## src/hdl/fup_pkg.sv

```systemverilog
// ----------------------------------------------------------------------------
// fup_pkg
// Shared types, constants and helpers for the form-urlencoded pair parser.
// ----------------------------------------------------------------------------
`default_nettype none

package fup_pkg;

	// Configuration register file
	localparam int LIMIT_W = 10;
	localparam int CFG_IDX_W = 1;
	localparam logic [CFG_IDX_W-1:0] CFG_KEY_LIMIT = 1'b0;
	localparam logic [CFG_IDX_W-1:0] CFG_VALUE_LIMIT = 1'b1;
	localparam logic [LIMIT_W-1:0] KEY_LIMIT_RST = 10'd255;
	localparam logic [LIMIT_W-1:0] VALUE_LIMIT_RST = 10'd399;

	// Default width of the per-part length counters
	localparam int LENGTH_WIDTH_DEF = 10;

	// Delimiter characters
	localparam logic [7:0] CH_AMP = 8'h26;  // '&'
	localparam logic [7:0] CH_EQ = 8'h3D;  // '='
	localparam logic [7:0] CH_PCT = 8'h25;  // '%'

	localparam logic [15:0] PAIR_CNT_MAX = 16'hFFFF;

	// Escape sequencer: idle, waiting for first digit, waiting for second digit
	typedef enum logic [2:0] {
		ESC_NONE = 3'b001,
		ESC_D1 = 3'b010,
		ESC_D2 = 3'b100
	} esc_phase_t;

	typedef struct packed {
		esc_phase_t phase;
		logic [7:0] accum;
		logic stopped;
	} esc_state_t;

	// Parser context, apart from the length counters
	typedef struct packed {
		logic in_value;
		logic key_over;
		logic value_over;
		logic [15:0] pair_cnt;
		esc_state_t esc;
	} fup_ctx_t;

	typedef struct packed {
		logic [7:0] in_byte;
		logic in_last;
	} fup_in_t;

	typedef struct packed {
		logic [7:0] out_byte;
		logic byte_valid;
		logic is_value;
		logic pair_end;
		logic key_overflowed;
		logic value_overflowed;
		logic [15:0] pair_number;
	} fup_out_t;

	// Hex digit decode: {is_hex, nibble}
	function automatic logic [4:0] hex_decode(input logic [7:0] c);
		logic [4:0] r;
		r = 5'b0;
		if (c >= 8'h30 && c <= 8'h39) begin
			r = {1'b1, c[3:0]};
		end else if ((c >= 8'h41 && c <= 8'h46) || (c >= 8'h61 && c <= 8'h66)) begin
			r = {1'b1, c[3:0] + 4'd9};
		end
		return r;
	endfunction

endpackage

`default_nettype wire

```

## src/hdl/form_urlencoded_pair_parser.sv

```systemverilog
// A transaction accepted into the input register has its result (if any) loaded
// into the output register when it retires from stage 1.
// Throughput: one byte per cycle while the output side does not stall; one input
// register and one output register separate the two handshakes.
// Reset (arst_n low, asynchronous): parser context, counters and valids clear;
// limits return to key 255, value 399.
// ----------------------------------------------------------------------------
// form_urlencoded_pair_parser
// Streaming decoder for form-urlencoded text: splits pairs, tags key/value bytes,
// decodes %XX escapes and enforces per-part length limits.
// ----------------------------------------------------------------------------
`default_nettype none

module form_urlencoded_pair_parser #(
	parameter int LENGTH_WIDTH = fup_pkg::LENGTH_WIDTH_DEF
) (
	input wire logic clk,
	input wire logic arst_n,
	// input byte stream
	input wire logic in_valid,
	output logic in_stall,
	input wire fup_pkg::fup_in_t in_data,
	// decoded result stream
	output logic out_valid,
	input wire logic out_stall,
	output fup_pkg::fup_out_t out_data,
	// configuration writes
	input wire logic cfg_we,
	input wire logic [fup_pkg::CFG_IDX_W-1:0] cfg_index,
	input wire logic [fup_pkg::LIMIT_W-1:0] cfg_data
);
	import fup_pkg::*;

	logic [LIMIT_W-1:0] key_limit;
	logic [LIMIT_W-1:0] value_limit;

	// Input register (stage 1)
	logic valid_s1;
	fup_in_t item_s1;

	// Parser context, updated once per byte as it leaves stage 1
	fup_ctx_t ctx_q;
	fup_ctx_t ctx_d;
	logic [LENGTH_WIDTH-1:0] key_len_q, key_len_d;
	logic [LENGTH_WIDTH-1:0] val_len_q, val_len_d;

	// Step output
	logic res_valid;
	fup_out_t res;

	// Output register
	logic out_valid_q;
	fup_out_t out_data_q;

	logic adv;

	fup_cfg u_cfg (
		.clk(clk),
		.arst_n(arst_n),
		.cfg_we(cfg_we),
		.cfg_index(cfg_index),
		.cfg_data(cfg_data),
		.key_limit(key_limit),
		.value_limit(value_limit)
	);

	fup_step #(
		.LENGTH_WIDTH(LENGTH_WIDTH)
	) u_step (
		.ctx_q(ctx_q),
		.key_len_q(key_len_q),
		.val_len_q(val_len_q),
		.key_limit(key_limit),
		.value_limit(value_limit),
		.item(item_s1),
		.ctx_d(ctx_d),
		.key_len_d(key_len_d),
		.val_len_d(val_len_d),
		.res_valid(res_valid),
		.res(res)
	);

	// Stage 1 retires when the output register is empty or draining this cycle.
	// Bytes that produce no result (a first escape digit, a key '=', a '%') retire without a slot.
	assign adv = valid_s1 && (!out_valid_q || !out_stall);
	assign in_stall = valid_s1 && !adv;

	always_ff @(posedge clk or negedge arst_n) begin
		if (!arst_n) begin
			valid_s1 <= 1'b0;
		end else if (!in_stall) begin
			valid_s1 <= in_valid;
		end
	end

	always_ff @(posedge clk) begin
		if (in_valid && !in_stall) begin
			item_s1 <= in_data;
		end
	end

	// Context commit
	always_ff @(posedge clk or negedge arst_n) begin
		if (!arst_n) begin
			ctx_q.in_value <= 1'b0;
			ctx_q.key_over <= 1'b0;
			ctx_q.value_over <= 1'b0;
			ctx_q.pair_cnt <= 16'h0000;
			ctx_q.esc.phase <= ESC_NONE;
			ctx_q.esc.accum <= 8'h00;
			ctx_q.esc.stopped <= 1'b0;
			key_len_q <= '0;
			val_len_q <= '0;
		end else if (adv) begin
			ctx_q <= ctx_d;
			key_len_q <= key_len_d;
			val_len_q <= val_len_d;
		end
	end

	// Output register: loads on a retiring byte with a result, clears on drain
	always_ff @(posedge clk or negedge arst_n) begin
		if (!arst_n) begin
			out_valid_q <= 1'b0;
		end else if (adv && res_valid) begin
			out_valid_q <= 1'b1;
		end else if (!out_stall) begin
			out_valid_q <= 1'b0;
		end
	end

	always_ff @(posedge clk) begin
		if (adv && res_valid) begin
			out_data_q <= res;
		end
	end

	assign out_valid = out_valid_q;
	assign out_data = out_data_q;

	// A pair end always leaves a fresh key part with no escape in flight
	a_pair_end_clears: assert property (@(posedge clk) disable iff (!arst_n)
		(adv && res_valid && res.pair_end) |=>
		(key_len_q == '0 && val_len_q == '0 && !ctx_q.in_value
			&& ctx_q.esc.phase == ESC_NONE))
		else $error("context not cleared after pair end");

	// Every result carries a byte or a pair end; no byte means a zero byte field
	a_result_content: assert property (@(posedge clk) disable iff (!arst_n)
		(out_valid_q && !out_data_q.byte_valid) |->
		(out_data_q.pair_end && out_data_q.out_byte == 8'h00))
		else $error("empty or dirty result transaction");

	// End of text restarts pair numbering
	a_last_restarts_count: assert property (@(posedge clk) disable iff (!arst_n)
		(adv && item_s1.in_last) |=> (ctx_q.pair_cnt == 16'h0000))
		else $error("pair counter not restarted at end of text");

endmodule

`default_nettype wire

```

## src/hdl/fup_cfg.sv

```systemverilog
// ----------------------------------------------------------------------------
// fup_cfg
// Limit registers written through the plain configuration port.
// ----------------------------------------------------------------------------
`default_nettype none

module fup_cfg (
	input wire logic clk,
	input wire logic arst_n,
	input wire logic cfg_we,
	input wire logic [fup_pkg::CFG_IDX_W-1:0] cfg_index,
	input wire logic [fup_pkg::LIMIT_W-1:0] cfg_data,
	output logic [fup_pkg::LIMIT_W-1:0] key_limit,
	output logic [fup_pkg::LIMIT_W-1:0] value_limit
);
	import fup_pkg::*;

	logic [LIMIT_W-1:0] key_limit_q;
	logic [LIMIT_W-1:0] value_limit_q;

	always_ff @(posedge clk or negedge arst_n) begin
		if (!arst_n) begin
			key_limit_q <= KEY_LIMIT_RST;
			value_limit_q <= VALUE_LIMIT_RST;
		end else if (cfg_we) begin
			case (cfg_index)
				CFG_KEY_LIMIT: begin
					key_limit_q <= cfg_data;
				end
				CFG_VALUE_LIMIT: begin
					value_limit_q <= cfg_data;
				end
				default: begin
				end
			endcase
		end
	end

	assign key_limit = key_limit_q;
	assign value_limit = value_limit_q;

endmodule

`default_nettype wire

```

## src/hdl/fup_step.sv

```systemverilog
// ----------------------------------------------------------------------------
// fup_step
// Single-byte parse step: next context and the optional result transaction.
// ----------------------------------------------------------------------------
`default_nettype none

module fup_step #(
	parameter int LENGTH_WIDTH = fup_pkg::LENGTH_WIDTH_DEF
) (
	input wire fup_pkg::fup_ctx_t ctx_q,
	input wire logic [LENGTH_WIDTH-1:0] key_len_q,
	input wire logic [LENGTH_WIDTH-1:0] val_len_q,
	input wire logic [fup_pkg::LIMIT_W-1:0] key_limit,
	input wire logic [fup_pkg::LIMIT_W-1:0] value_limit,
	input wire fup_pkg::fup_in_t item,
	output fup_pkg::fup_ctx_t ctx_d,
	output logic [LENGTH_WIDTH-1:0] key_len_d,
	output logic [LENGTH_WIDTH-1:0] val_len_d,
	output logic res_valid,
	output fup_pkg::fup_out_t res
);
	import fup_pkg::*;

	localparam int CW = (LENGTH_WIDTH > LIMIT_W) ? LENGTH_WIDTH : LIMIT_W;
	localparam logic [LENGTH_WIDTH-1:0] LEN_MAX = {LENGTH_WIDTH{1'b1}};

	logic [7:0] b;
	logic is_amp, is_sep, delim, esc, is_pct;
	logic [4:0] hx;
	logic [7:0] accum_new;
	logic stopped_new;
	logic emit_try;
	logic [7:0] ob;
	logic [LENGTH_WIDTH-1:0] part_len;
	logic [LIMIT_W-1:0] part_lim;
	logic keep, have_byte, drop, end_pair;
	logic key_over_new, value_over_new, in_value_new;

	always_comb begin
		b = item.in_byte;
		is_amp = (b == CH_AMP);
		is_sep = (b == CH_EQ) && !ctx_q.in_value;
		delim = is_amp || is_sep;
		is_pct = (b == CH_PCT);
		esc = (ctx_q.esc.phase != ESC_NONE);
		hx = hex_decode(b);

		accum_new = (hx[4] && !ctx_q.esc.stopped) ? {ctx_q.esc.accum[3:0], hx[3:0]}
			: ctx_q.esc.accum;
		stopped_new = ctx_q.esc.stopped | !hx[4];

		// Byte to emit: cut escape, completed or end-cut escape, none for a delimiter, empty escape, plain
		if (esc && delim) begin
			emit_try = 1'b1;
			ob = ctx_q.esc.accum;
		end else if (esc) begin
			emit_try = (ctx_q.esc.phase == ESC_D2) || item.in_last;
			ob = accum_new;
		end else if (delim) begin
			emit_try = 1'b0;
			ob = 8'h00;
		end else if (is_pct) begin
			emit_try = item.in_last;
			ob = 8'h00;
		end else begin
			emit_try = 1'b1;
			ob = b;
		end

		part_len = ctx_q.in_value ? val_len_q : key_len_q;
		part_lim = ctx_q.in_value ? value_limit : key_limit;
		keep = (CW'(part_len) < CW'(part_lim)) && (part_len != LEN_MAX);
		have_byte = emit_try && keep;
		drop = emit_try && !keep;
		key_over_new = ctx_q.key_over | (drop && !ctx_q.in_value);
		value_over_new = ctx_q.value_over | (drop && ctx_q.in_value);
		in_value_new = ctx_q.in_value | is_sep;
		end_pair = is_amp || item.in_last;

		res_valid = have_byte || end_pair;
		res.out_byte = have_byte ? ob : 8'h00;
		res.byte_valid = have_byte;
		res.is_value = end_pair ? in_value_new : ctx_q.in_value;
		res.pair_end = end_pair;
		res.key_overflowed = key_over_new;
		res.value_overflowed = value_over_new;
		res.pair_number = ctx_q.pair_cnt;

		ctx_d = ctx_q;
		key_len_d = key_len_q;
		val_len_d = val_len_q;
		if (end_pair) begin
			ctx_d.in_value = 1'b0;
			ctx_d.key_over = 1'b0;
			ctx_d.value_over = 1'b0;
			ctx_d.esc.phase = ESC_NONE;
			ctx_d.esc.accum = 8'h00;
			ctx_d.esc.stopped = 1'b0;
			key_len_d = '0;
			val_len_d = '0;
			if (item.in_last) begin
				ctx_d.pair_cnt = 16'h0000;
			end else if (ctx_q.pair_cnt != PAIR_CNT_MAX) begin
				ctx_d.pair_cnt = ctx_q.pair_cnt + 16'd1;
			end
		end else begin
			ctx_d.in_value = in_value_new;
			ctx_d.key_over = key_over_new;
			ctx_d.value_over = value_over_new;
			if (have_byte && ctx_q.in_value) begin
				val_len_d = val_len_q + LENGTH_WIDTH'(1);
			end
			if (have_byte && !ctx_q.in_value) begin
				key_len_d = key_len_q + LENGTH_WIDTH'(1);
			end
			if (esc && !delim && ctx_q.esc.phase == ESC_D1) begin
				ctx_d.esc.phase = ESC_D2;
				ctx_d.esc.accum = accum_new;
				ctx_d.esc.stopped = stopped_new;
			end else if (esc) begin
				ctx_d.esc.phase = ESC_NONE;
				ctx_d.esc.accum = 8'h00;
				ctx_d.esc.stopped = 1'b0;
			end else if (is_pct) begin
				ctx_d.esc.phase = ESC_D1;
				ctx_d.esc.accum = 8'h00;
				ctx_d.esc.stopped = 1'b0;
			end
		end
	end

endmodule

`default_nettype wire

```

## config.mk

```make
export PLATFORM = sky130hd
export DESIGN_NAME = form_urlencoded_pair_parser
export DESIGN_NICKNAME = d
export VERILOG_FILES = /design/src/hdl/fup_pkg.sv /design/src/hdl/form_urlencoded_pair_parser.sv /design/src/hdl/fup_cfg.sv /design/src/hdl/fup_step.sv
export SDC_FILE = /design/constraint.sdc
export NUM_CORES = 1
export LEC_CHECK = 0
export ABC_CLOCK_PERIOD_IN_PS = 5970
export BUFFER_PORTS_ARGS = -buffer_cell sky130_fd_sc_hd__buf_2
export CORE_UTILIZATION = 59
export CTS_CLUSTER_DIAMETER = 40
export CTS_CLUSTER_SIZE = 8
export DETAILED_ROUTE_END_ITERATION = 7
export GPL_TIMING_DRIVEN = 0
export PLACE_DENSITY = 0.91
export REMOVE_ABC_BUFFERS = 1
export SLEW_MARGIN = 20
export SYNTH_ARGS = -nofsm -noshare
export SYNTH_HDL_FRONTEND = slang
export SYNTH_SLANG_ARGS = --single-unit
```

## constraint.sdc

```tcl
create_clock -name clk -period 5.97 [get_ports clk]
set_input_delay 0.2985 -clock clk [delete_from_list [all_inputs] [get_ports clk]]
set_output_delay 0.2985 -clock clk [all_outputs]
set_load 0.01 [all_outputs]
```

# Yosys cells after proc, flatten, opt, wreduce, memory -nomap -nowiden
# Cells that the tools add are included.
word_totals:
  input_bits: 25
  word_cells: 118
  register_bits: 111
classes:
  addsub: 4
  bitwise: 5
  eq_ne: 9
  n_lt_le_gt_ge: 7
  n_reduce_logical: 44
  n_mux: 27
op_table:
  columns: ["op", "n"]
  rows:
  - ["$mux W10", 6]
  - ["$mux W12", 4]
  - ["$mux W8", 5]
  - ["$mux W16", 2]
  - ["$eq A8 B6 Y1 const B", 3]
  - ["$add A10 B1 Y10 const B", 2]
  - ["$logic_and A1 B1 Y1", 19]
  - ["$add A16 B1 Y16 const B", 1]
  - ["$ge A8 B7 Y1 const B", 2]
  - ["$le A8 B7 Y1 const B", 2]
  - ["$ne A16 B16 Y1 const B", 1]
  - ["$lt A10 B10 Y1", 1]
  - ["$mux W5", 2]
  - ["$ne A10 B10 Y1 const B", 1]
  - ["$reduce_and A2 Y1", 5]
  - ["$logic_not A1 Y1", 9]
  - ["$ge A8 B6 Y1 const B", 1]
  - ["$le A8 B6 Y1 const B", 1]
  - ["$mux W1", 7]
  - ["$logic_or A1 B1 Y1", 6]
  - ["$reduce_bool A2 Y1", 3]
  - ["$add A4 B4 Y4 const B", 1]
  - ["$or A1 B1 Y1", 4]
  - ["$reduce_bool A4 Y1", 1]
  - ["7 further kinds", 7]

# Logic depth before layout (Yosys ltp)
# Gate-level depths: netlist (run 1).
logic_depth:
  word_depth: 10
  ltp_mapped: 13
  ltp_nobuf: 8

# Modules after synthesis
# Synthesis (run 1) repeated with hierarchy kept, for this count alone.
hier_totals:
  cells_unflattened: 561
  hier_area_um2: 6328.6
by_module_without_submodules:
  columns: ["module", "seq_area_each_um2", "instances", "cells_each", "area_each_um2"]
  rows:
  - ["form_urlencoded_pair_parser", 2468.6, 1, 156, 3148.0]
  - ["fup_step", 0.0, 1, 362, 2406.1]
  - ["fup_cfg", 518.0, 1, 43, 774.5]

# Worst setup path after synthesis (run 1)
# No wires, ideal clock.
synth_timing:
  path_kind: "reg2reg"
  startpoint: "register ctx_q[30] (netlist name)"
  endpoint: "register out_data_q, in the netlist out_data[0], enable pin"
  path_slack_ns: 1.102
  synth_period_minus_slack_ns: 4.868
  stages_incl_launch_ff: 14
  setup_time_ns: 0.425
  path_buffers: 5
  t_arrival_ns: 4.444
  path_cell_list: "dfrtp_1 buf_2 clkbuf_1 clkbuf_1 mux2_2 ha_1 a21o_1 a21oi_1 a2bb2oi_1 and3_1 clkbuf_1 nand2_1 buf_2 a21oi_1"
synth_between:
  elab_chain_cells: 9
synth_rtl:
  columns: ["element", "line", "source"]
  rows:
  - ["branches (longest 6 deep; another with $lt A10 B10 Y1)", null, null]
  - ["$logic_and A1 B1 Y1 *", "fup_step.sv:73", "have_byte = emit_try && keep;"]
  - ["$logic_or A1 B1 Y1 *", "fup_step.sv:80", "res_valid = have_byte || end_pair;"]
  - ["$logic_and A1 B1 Y1 *", "form_urlencoded_pair_parser.sv:133", "if (adv && res_valid) begin"]
  - ["end signal: assignment", "form_urlencoded_pair_parser.sv:134", "out_data_q <= res;"]
  - ["end: declaration", "form_urlencoded_pair_parser.sv:53", "fup_out_t out_data_q;"]
# Every way passes the cells marked *.
# A chain may end at the register's enable or synchronous reset.

# Worst setup path in the final report (run 1)
layout_timing:
  startpoint: "register ctx_q[30] (netlist name)"
  endpoint: "register out_data_q, in the netlist out_data[11], enable pin"
layout_between:
  elab_chain_cells: 9
layout_rtl:
  columns: ["element", "line"]
  rows:
  - ["branches (longest 6 deep; another with $lt A10 B10 Y1)", null]
  - ["$logic_and A1 B1 Y1 *", "fup_step.sv:73"]
  - ["$logic_or A1 B1 Y1 *", "fup_step.sv:80"]
  - ["$logic_and A1 B1 Y1 *", "form_urlencoded_pair_parser.sv:133"]
# Marked as above.

==> parameters.txt, run 1 <==
Parameter                              Value

Global routing
  Pin count of the biggest net entering global routing    52
  Total global routing track utilization    between 20% and 30%
  First-pass GRT wire length    20.27 mm
  Initial antenna violation count    0
  Overall overflow remaining after global route    0
  Vias in the first global route    4306

Place
  DP HPWL    ~8.5 mm
  Final weighted congestion in routability-driven placement    roughly 0.90
  Number of buffers added on ports    55

Final layout
  Net count, final    609
  Sequential cell area in the final layout    2988 sq um
  Area growth from synthesis to final layout    10.34%
  Ratio of cells with drive above 1 in the final layout    approximately 24%
  N_diodes    0
  Fill cells    678
  Multi-input gate area in the final layout    2638 sq um

Clock network
  Total CTS buffers    9
  Clock root cell    sky130_fd_sc_hd__clkbuf_8
  Number of sinks driven by the clock tree    111
  Depth of the CTS H-tree    3
  Longest Clk Path Bufs    2
  CTS tree    done
  Post-CTS Setup Inserts    0
  Clock network latency to the later pin of the worst-skew pair    0.38 ns
  CTS clk-pin slew, worst paths    0.11 ns

STA
  Fin. max-slew vios    0
  Final number of hold-violating endpoints    0
  Final setup violation count    0
  Period utilization    71.53%
  Highest clock frequency the design can meet    234.2 MHz
  Unrepaired setup endpoints after global routing    no
  Worst slew pin tran    1.018 ns
  Final setup skew    0.01086 ns
  Hold slack final    0.09000 ns
  TNS Setup    0 ns
  Final worst path period need    4.270 ns
  Headroom to the max-slew limit    32.11%

Power and ir drop
  LEAKAGE    2.523 nW
  Total power draw    1.965 mW
  Power density cells    around 300 nW/um^2
  Worst ir drop on vdd    0.0001424 V

Routing
  Length of the first detailed-routing pass in iterations    5
  Routed Wire Length    approximately 12 mm
  Violation count after the first detailed-route iteration    roughly 400
  Number of routed nets with antenna violations    0
  Average via count per standard cell    approximately 6.4
  Routed wire per std cell    ~17 um
  DRC Markers    0
  Routed via count    4508

Floorplan
  Die W    around 100 um
  Row count    35
  Number of primary I/O pins    56
  Initial standard-cell utilization of the core    61.48%
  Die span in y    100.8 um
  Area of the core region    approximately 9400 sq um
  Die area    10160 sq um

Yosys
  Post-Syn Instances    ~520
  Post-Syn Area    5762 sq um
  Count of flip-flops with a built-in enable after synthesis    38
  Yosys reg bits    111
  Share of synthesized area occupied by flip-flops and latches    51.83%
  Top cells by instance count after synthesis    sky130_fd_sc_hd__dfrtp_1 (58), sky130_fd_sc_hd__nand2_1 (55), sky130_fd_sc_hd__nor2_1 (39)
  Synth area leader    sky130_fd_sc_hd__dfrtp_1
  Async SR Flop Fraction    about two thirds
  Dominant cells by area after synthesis    sky130_fd_sc_hd__dfrtp_1 (25%), sky130_fd_sc_hd__edfxtp_1 (20%), sky130_fd_sc_hd__dfstp_2 (6.8%)
  Warning count from the yosys run    0
  Mapped Avg Cell Area    11.02 sq um
  Library cells used by synthesis    70
  Synth Flop Type    sky130_fd_sc_hd__dfrtp_1
  Leading cell type by number of instances after synthesis    sky130_fd_sc_hd__dfrtp_1
  Area share of the leading cell type in the synthesized netlist    25.19%

Setup path
  Max Fanout on Critical Path    36
  Critical path class    reg -> reg
  Reg-to-reg setup timing slack    between 1.5 and 2 ns
  Type of destination of the critical path    flip-flop
  CP required    between 6 and 7 ns
  Launching element type of the critical path    flip-flop
  Arrival time of the worst setup path    4.36 ns

Outcome
  Status    finished, final reports clean

Min path
  Worst min path class    in -> reg

Job
  Maxcap violations    0
state kept, by name, summed over array words and instances (netlist names):
signal / flops
item_s1: 9
u_cfg.key_limit: 10
ctx_q: 31
u_cfg.value_limit: 10
val_len_q: 10
out_data: 29
key_len_q: 10
out_valid: 1
valid_s1: 1
kinds of logic after synthesis:
kind of cell,count (synthesis),synth area share (%)
AND/OR/NAND/NOR,211,19.39
flip-flops,111,51.83
AO/OA/AOI/OAI,96,12.83
multiplexers,43,8.121
buffers and inverters,35,2.671
adder cells (fa/ha/maj),16,3.474
XOR/XNOR,11,1.672
final timing paths:
check / from / endpoint / cells after the start
max: ctx_q[30]$_DFFE_PN0P_ / out_data[11]$_DFFE_PP_ / 9
min: in_data[6] / item_s1[6]$_DFFE_PP_ / 1
max reg2reg: ctx_q[30]$_DFFE_PN0P_ / out_data[11]$_DFFE_PP_ / 9
min reg2reg: ctx_q[28]$_DFFE_PN0P_ / ctx_q[28]$_DFFE_PN0P_ / 2
max in group asynchronous: arst_n / u_cfg.key_limit[7]$_DFFE_PN1P_ / 3
min in group asynchronous: arst_n / ctx_q[7]$_DFFE_PN0P_ / 2
power breakdown:
group	switching [mW]	internal, mW
sequential	0.102	0.935
clock	0.279	0.164
combinational	0.293	0.192
placed cells by master, fill, tap and decap left out, types with 3 or more instances in the layout:
cell,netlist,routed
sky130_fd_sc_hd__inv_6,0,3
sky130_fd_sc_hd__a21oi_1,12,11
sky130_fd_sc_hd__nor2b_1,7,7
sky130_fd_sc_hd__edfxtp_1,38,38
sky130_fd_sc_hd__nand2_1,55,55
sky130_fd_sc_hd__nor2_1,39,39
sky130_fd_sc_hd__clkbuf_8,0,9
sky130_fd_sc_hd__nor3_1,9,9
sky130_fd_sc_hd__or4_1,6,6
sky130_fd_sc_hd__nand3_1,33,32
sky130_fd_sc_hd__o311ai_1,9,9
sky130_fd_sc_hd__nor4_1,4,4
sky130_fd_sc_hd__a211oi_1,5,5
sky130_fd_sc_hd__and3_1,8,8
sky130_fd_sc_hd__buf_2,6,54
sky130_fd_sc_hd__a22o_1,5,5
sky130_fd_sc_hd__o21bai_1,5,5
sky130_fd_sc_hd__mux2_2,30,30
sky130_fd_sc_hd__ha_1,16,16
sky130_fd_sc_hd__mux2i_1,13,13
sky130_fd_sc_hd__inv_1,9,9
sky130_fd_sc_hd__or3_1,3,3
sky130_fd_sc_hd__o31ai_1,8,8
sky130_fd_sc_hd__a31oi_1,5,5
sky130_fd_sc_hd__o21ai_0,16,16
sky130_fd_sc_hd__nand4_1,15,15
sky130_fd_sc_hd__nand3b_1,3,3
sky130_fd_sc_hd__dfstp_2,15,15
sky130_fd_sc_hd__xnor2_1,9,9
sky130_fd_sc_hd__dfrtp_1,58,57
sky130_fd_sc_hd__nand2b_1,7,7
sky130_fd_sc_hd__a21o_1,3,3
sky130_fd_sc_hd__and2_1,5,5
sky130_fd_sc_hd__or4b_1,4,4
sky130_fd_sc_hd__o211ai_1,3,3
metal layers:
layer / up-vias / routed length, um / global-route usage, %
li1: 2067 / - / -
met1: 2132 / 4842 / 33.32
met2: 253 / 5953 / 42.04
met3: 56 / 863 / 4.369
met4: 0 / 405 / 13.04
met5: - / 0 / 0
final cells by class:
type | count | share of cell area, %
sequential | 111 | 47.00
multi-input combinational | 377 | 41.49
timing repair buffer | 58 | 5.196
tap | 129 | 2.539
clock buffer | 9 | 1.948
clock inverter | 7 | 1.181
inverter | 11 | 0.6495
stage by stage:
stage	util (%)	setup slack (ns)	instances	area, sq um
floorplan	-	1.260	499	5649
global placement	64.94	0.1627	683	6086
detailed placement	65.55	1.842	685	6143
CTS	67.78	1.842	702	6352
global route	67.84	1.534	702	6357
finish	67.84	1.700	702	6357
critical path, cell delays in order (launching register included):
cell and delay [ns]:
sky130_fd_sc_hd__dfrtp_2 0.94, sky130_fd_sc_hd__mux2_2 0.42, sky130_fd_sc_hd__ha_1 0.31, sky130_fd_sc_hd__a211oi_1 0.22
sky130_fd_sc_hd__nor2_1 0.09, sky130_fd_sc_hd__a211oi_1 0.38, sky130_fd_sc_hd__and3_1 0.36, sky130_fd_sc_hd__nand2_1 0.43
sky130_fd_sc_hd__a21oi_4 0.57, sky130_fd_sc_hd__buf_8 0.23
timing repair:
| action | in CTS | in global routing |
|---|---|---|
| hold endpoints to repair | 11 | 0 |
| gates resized for setup | 0 | 0 |
| hold buffers | 1 | 0 |
(Power assumes the default switching activity.)
==> run 2: changes to the inputs <==
ABC_CLOCK_PERIOD_IN_PS = 4050   (was 5970)
clock period = 4.05 ns   (was 5.97 ns; I/O delays follow)
==> run 2 against run 1 <==
Final area rose by 1.9%. Maximum frequency rose by 13%. Sequential power rose by 47%. Register-to-register slack got worse by 1.4 ns. Die area did not move. Routed wire length rose by 1.7%.
==> parameters.txt, run 2 (synthesis results as in run 1) <==
Parameter                              Value

Place
  Instance count after placement with tap cells included    685
  Number of buffers added on ports    55
  DP HPWL    8.511 mm
  Pre-CTS setup slack    -0.07844 ns
  Final weighted congestion in routability-driven placement    between 0.9 and 1

STA
  Fin. max-slew vios    0
  Final setup violation count    0
  Final critical-path setup slack    approximately 0.27 ns
  Period utilization    93.34%
  Hold slack final    0.01228 ns
  TNS Setup    0 ns
  Highest clock frequency the design can meet    264.5 MHz
  Worst slew pin tran    1.022 ns
  Final number of hold-violating endpoints    0
  Unrepaired setup endpoints after global routing    no
  Final setup skew    0.01511 ns
  Headroom to the max-slew limit    31.84%
  Final worst path period need    3.780 ns

Clock network
  CTS tree    done
  CTS clk-pin slew, worst paths    approximately 0.12 ns
  Clock root cell    sky130_fd_sc_hd__clkbuf_8
  Longest Clk Path Bufs    2
  Total CTS buffers    9
  Number of sinks driven by the clock tree    111
  Clock network latency to the later pin of the worst-skew pair    0.38 ns
  Depth of the CTS H-tree    3

Final layout
  Highest-count cells in the layout ignoring fill and taps    sky130_fd_sc_hd__dfrtp_1 (57), sky130_fd_sc_hd__nand2_1 (55), sky130_fd_sc_hd__buf_2 (54)
  Max FFs per register    31
  Post-layout utilization of the core    around 69%
  Net count, final    620
  Non-filler cells in the finished layout    713
  Ratio of cells with drive above 1 in the final layout    24.14%
  N_diodes    0
  Top register by number of flip-flops    ctx_q
  Commonest non-fill, non-tap cell in the layout    sky130_fd_sc_hd__dfrtp_1
  Area growth from synthesis to final layout    12.42%

Job
  Maxcap violations    0

Power and ir drop
  Share of total power in combinational logic    25.2%
  Power density cells    451.4 nW/um^2
  Worst ir drop on vdd    0.0002106 V
  Net switching share of the total power    34.29%
  Sequential group share of total power    52.3%
  LEAKAGE    2.575 nW
  Net switching power figure    1.003 mW
  Internal cell power    1.922 mW
  Clock Power Share    22.5%

Setup path
  Arrival time of the worst setup path    3.88 ns
  Type of destination of the critical path    flip-flop
  Launching element type of the critical path    flip-flop
  Critical path class    reg -> reg
  CP required    4.15 ns
  Max Fanout on Critical Path    36
  Cells on worst reg2reg path    9

Routing
  Routed Wire Length    around 12 mm
  Routed wire per std cell    17.22 um
  Routed via count    4568
  Number of routed nets with antenna violations    0
  DRC Markers    0
  Average via count per standard cell    roughly 6.4
  Violation count after the first detailed-route iteration    a little over 400
  Length of the first detailed-routing pass in iterations    5

Global routing
  M1 GR Usage    about a third
  Initial antenna violation count    0
  Most used routing layer    met2
  Total global routing track utilization    25.87%
  Met3 Resource Use GR    3.953%
  Met2 usage in global routing    42.36%
  Pin count of the biggest net entering global routing    between 50 and 60
  Overall overflow remaining after global route    0
  Vias in the first global route    approximately 4300
  First-pass GRT wire length    20.37 mm

Floorplan
  Initial standard-cell utilization of the core    61.48%
  Die span in y    100.8 um
  Die area    between 10000 and 15000 sq um
  Row count    35
  Die W    roughly 100 um
  Number of primary I/O pins    56
  Area of the core region    9371 sq um

Outcome
  Status    finished, final reports clean

Min path
  Worst min path class    in -> reg
  Cell count of the worst hold path    2
run 2: changes by cell type in the layout (fill, tap and decap cells not counted):
cell	previous run	this run
sky130_fd_sc_hd__dfrtp_4	0	1
sky130_fd_sc_hd__buf_12	0	1
sky130_fd_sc_hd__buf_4	1	2
sky130_fd_sc_hd__dlygate4sd3_1	1	10
sky130_fd_sc_hd__dfrtp_2	1	0
run 2: stage by stage:
| stage | power (mW) | area, sq um |
|---|---|---|
| after global placement | 2.177 | 6086 |
| final | 2.924 | 6477 |
| after floorplan | 1.975 | 5649 |
| after detailed placement | 2.248 | 6143 |
| after global routing | 3.071 | 6477 |
| after CTS | 2.904 | 6445 |
run 2: power groups by stage:
stage / combinational, mW / sequential, mW / clock, mW
after global routing: 0.812 / 1.55 / 0.707
after floorplan: 0.428 / 1.55 / 0
final: 0.738 / 1.53 / 0.657
after CTS: 0.714 / 1.52 / 0.667
after detailed placement: 0.705 / 1.54 / 0
after global placement: 0.643 / 1.53 / 0
run 2: what timing repair did:
item	4_1_cts	5_1_grt
hold buffers	10	0
resized for setup	1	0
endpoints found under the setup margin	23	26
endpoints found under the hold margin	29	0
buffers inserted	0	2
pin swaps	0	1
run 2: worst paths after layout:
check | from | to | slack, ns
worst max-delay path | ctx_q[30]$_DFFE_PN0P_ | out_data[11]$_DFFE_PP_ | 0.27
worst max register to register | ctx_q[30]$_DFFE_PN0P_ | out_data[11]$_DFFE_PP_ | 0.27
worst min-delay path | in_valid | valid_s1$_DFFE_PN0N_ | 0.01
worst min register to register | ctx_q[28]$_DFFE_PN0P_ | ctx_q[28]$_DFFE_PN0P_ | 0.49
min in group asynchronous | arst_n | ctx_q[7]$_DFFE_PN0P_ | 0.27
max in group asynchronous | arst_n | u_cfg.key_limit[6]$_DFFE_PN1P_ | 3.16
run 2: cell type report:
| type | instances | area [sq um] |
|---|---|---|
| Sequential cell | 111 | 2990 |
| Clock inverter | 7 | 75.07 |
| Multi-Input combinational cell | 377 | 2638 |
| Inverter | 11 | 41.29 |
| Fill cell | 657 | 2894 |
| Clock buffer | 9 | 123.9 |
| Tap cell | 129 | 161.4 |
| Timing Repair Buffer | 69 | 447.9 |
run 2: worst max-delay path, stage by stage, from the launching register on:
cell and delay (ns):
sky130_fd_sc_hd__dfrtp_4 0.77, sky130_fd_sc_hd__mux2_2 0.40, sky130_fd_sc_hd__ha_1 0.33, sky130_fd_sc_hd__a21o_1 0.19, sky130_fd_sc_hd__a21oi_1 0.16, sky130_fd_sc_hd__a2bb2oi_1 0.31, sky130_fd_sc_hd__and3_1 0.35, sky130_fd_sc_hd__nand2_1 0.41
sky130_fd_sc_hd__a21oi_4 0.34, sky130_fd_sc_hd__buf_8 0.21
run 2: per-layer routing:
metal	vias up	wire (um)
met1	2197	4903
li1	2084	-
met3	55	891
met4	0	409
met2	232	6072
met5	-	0
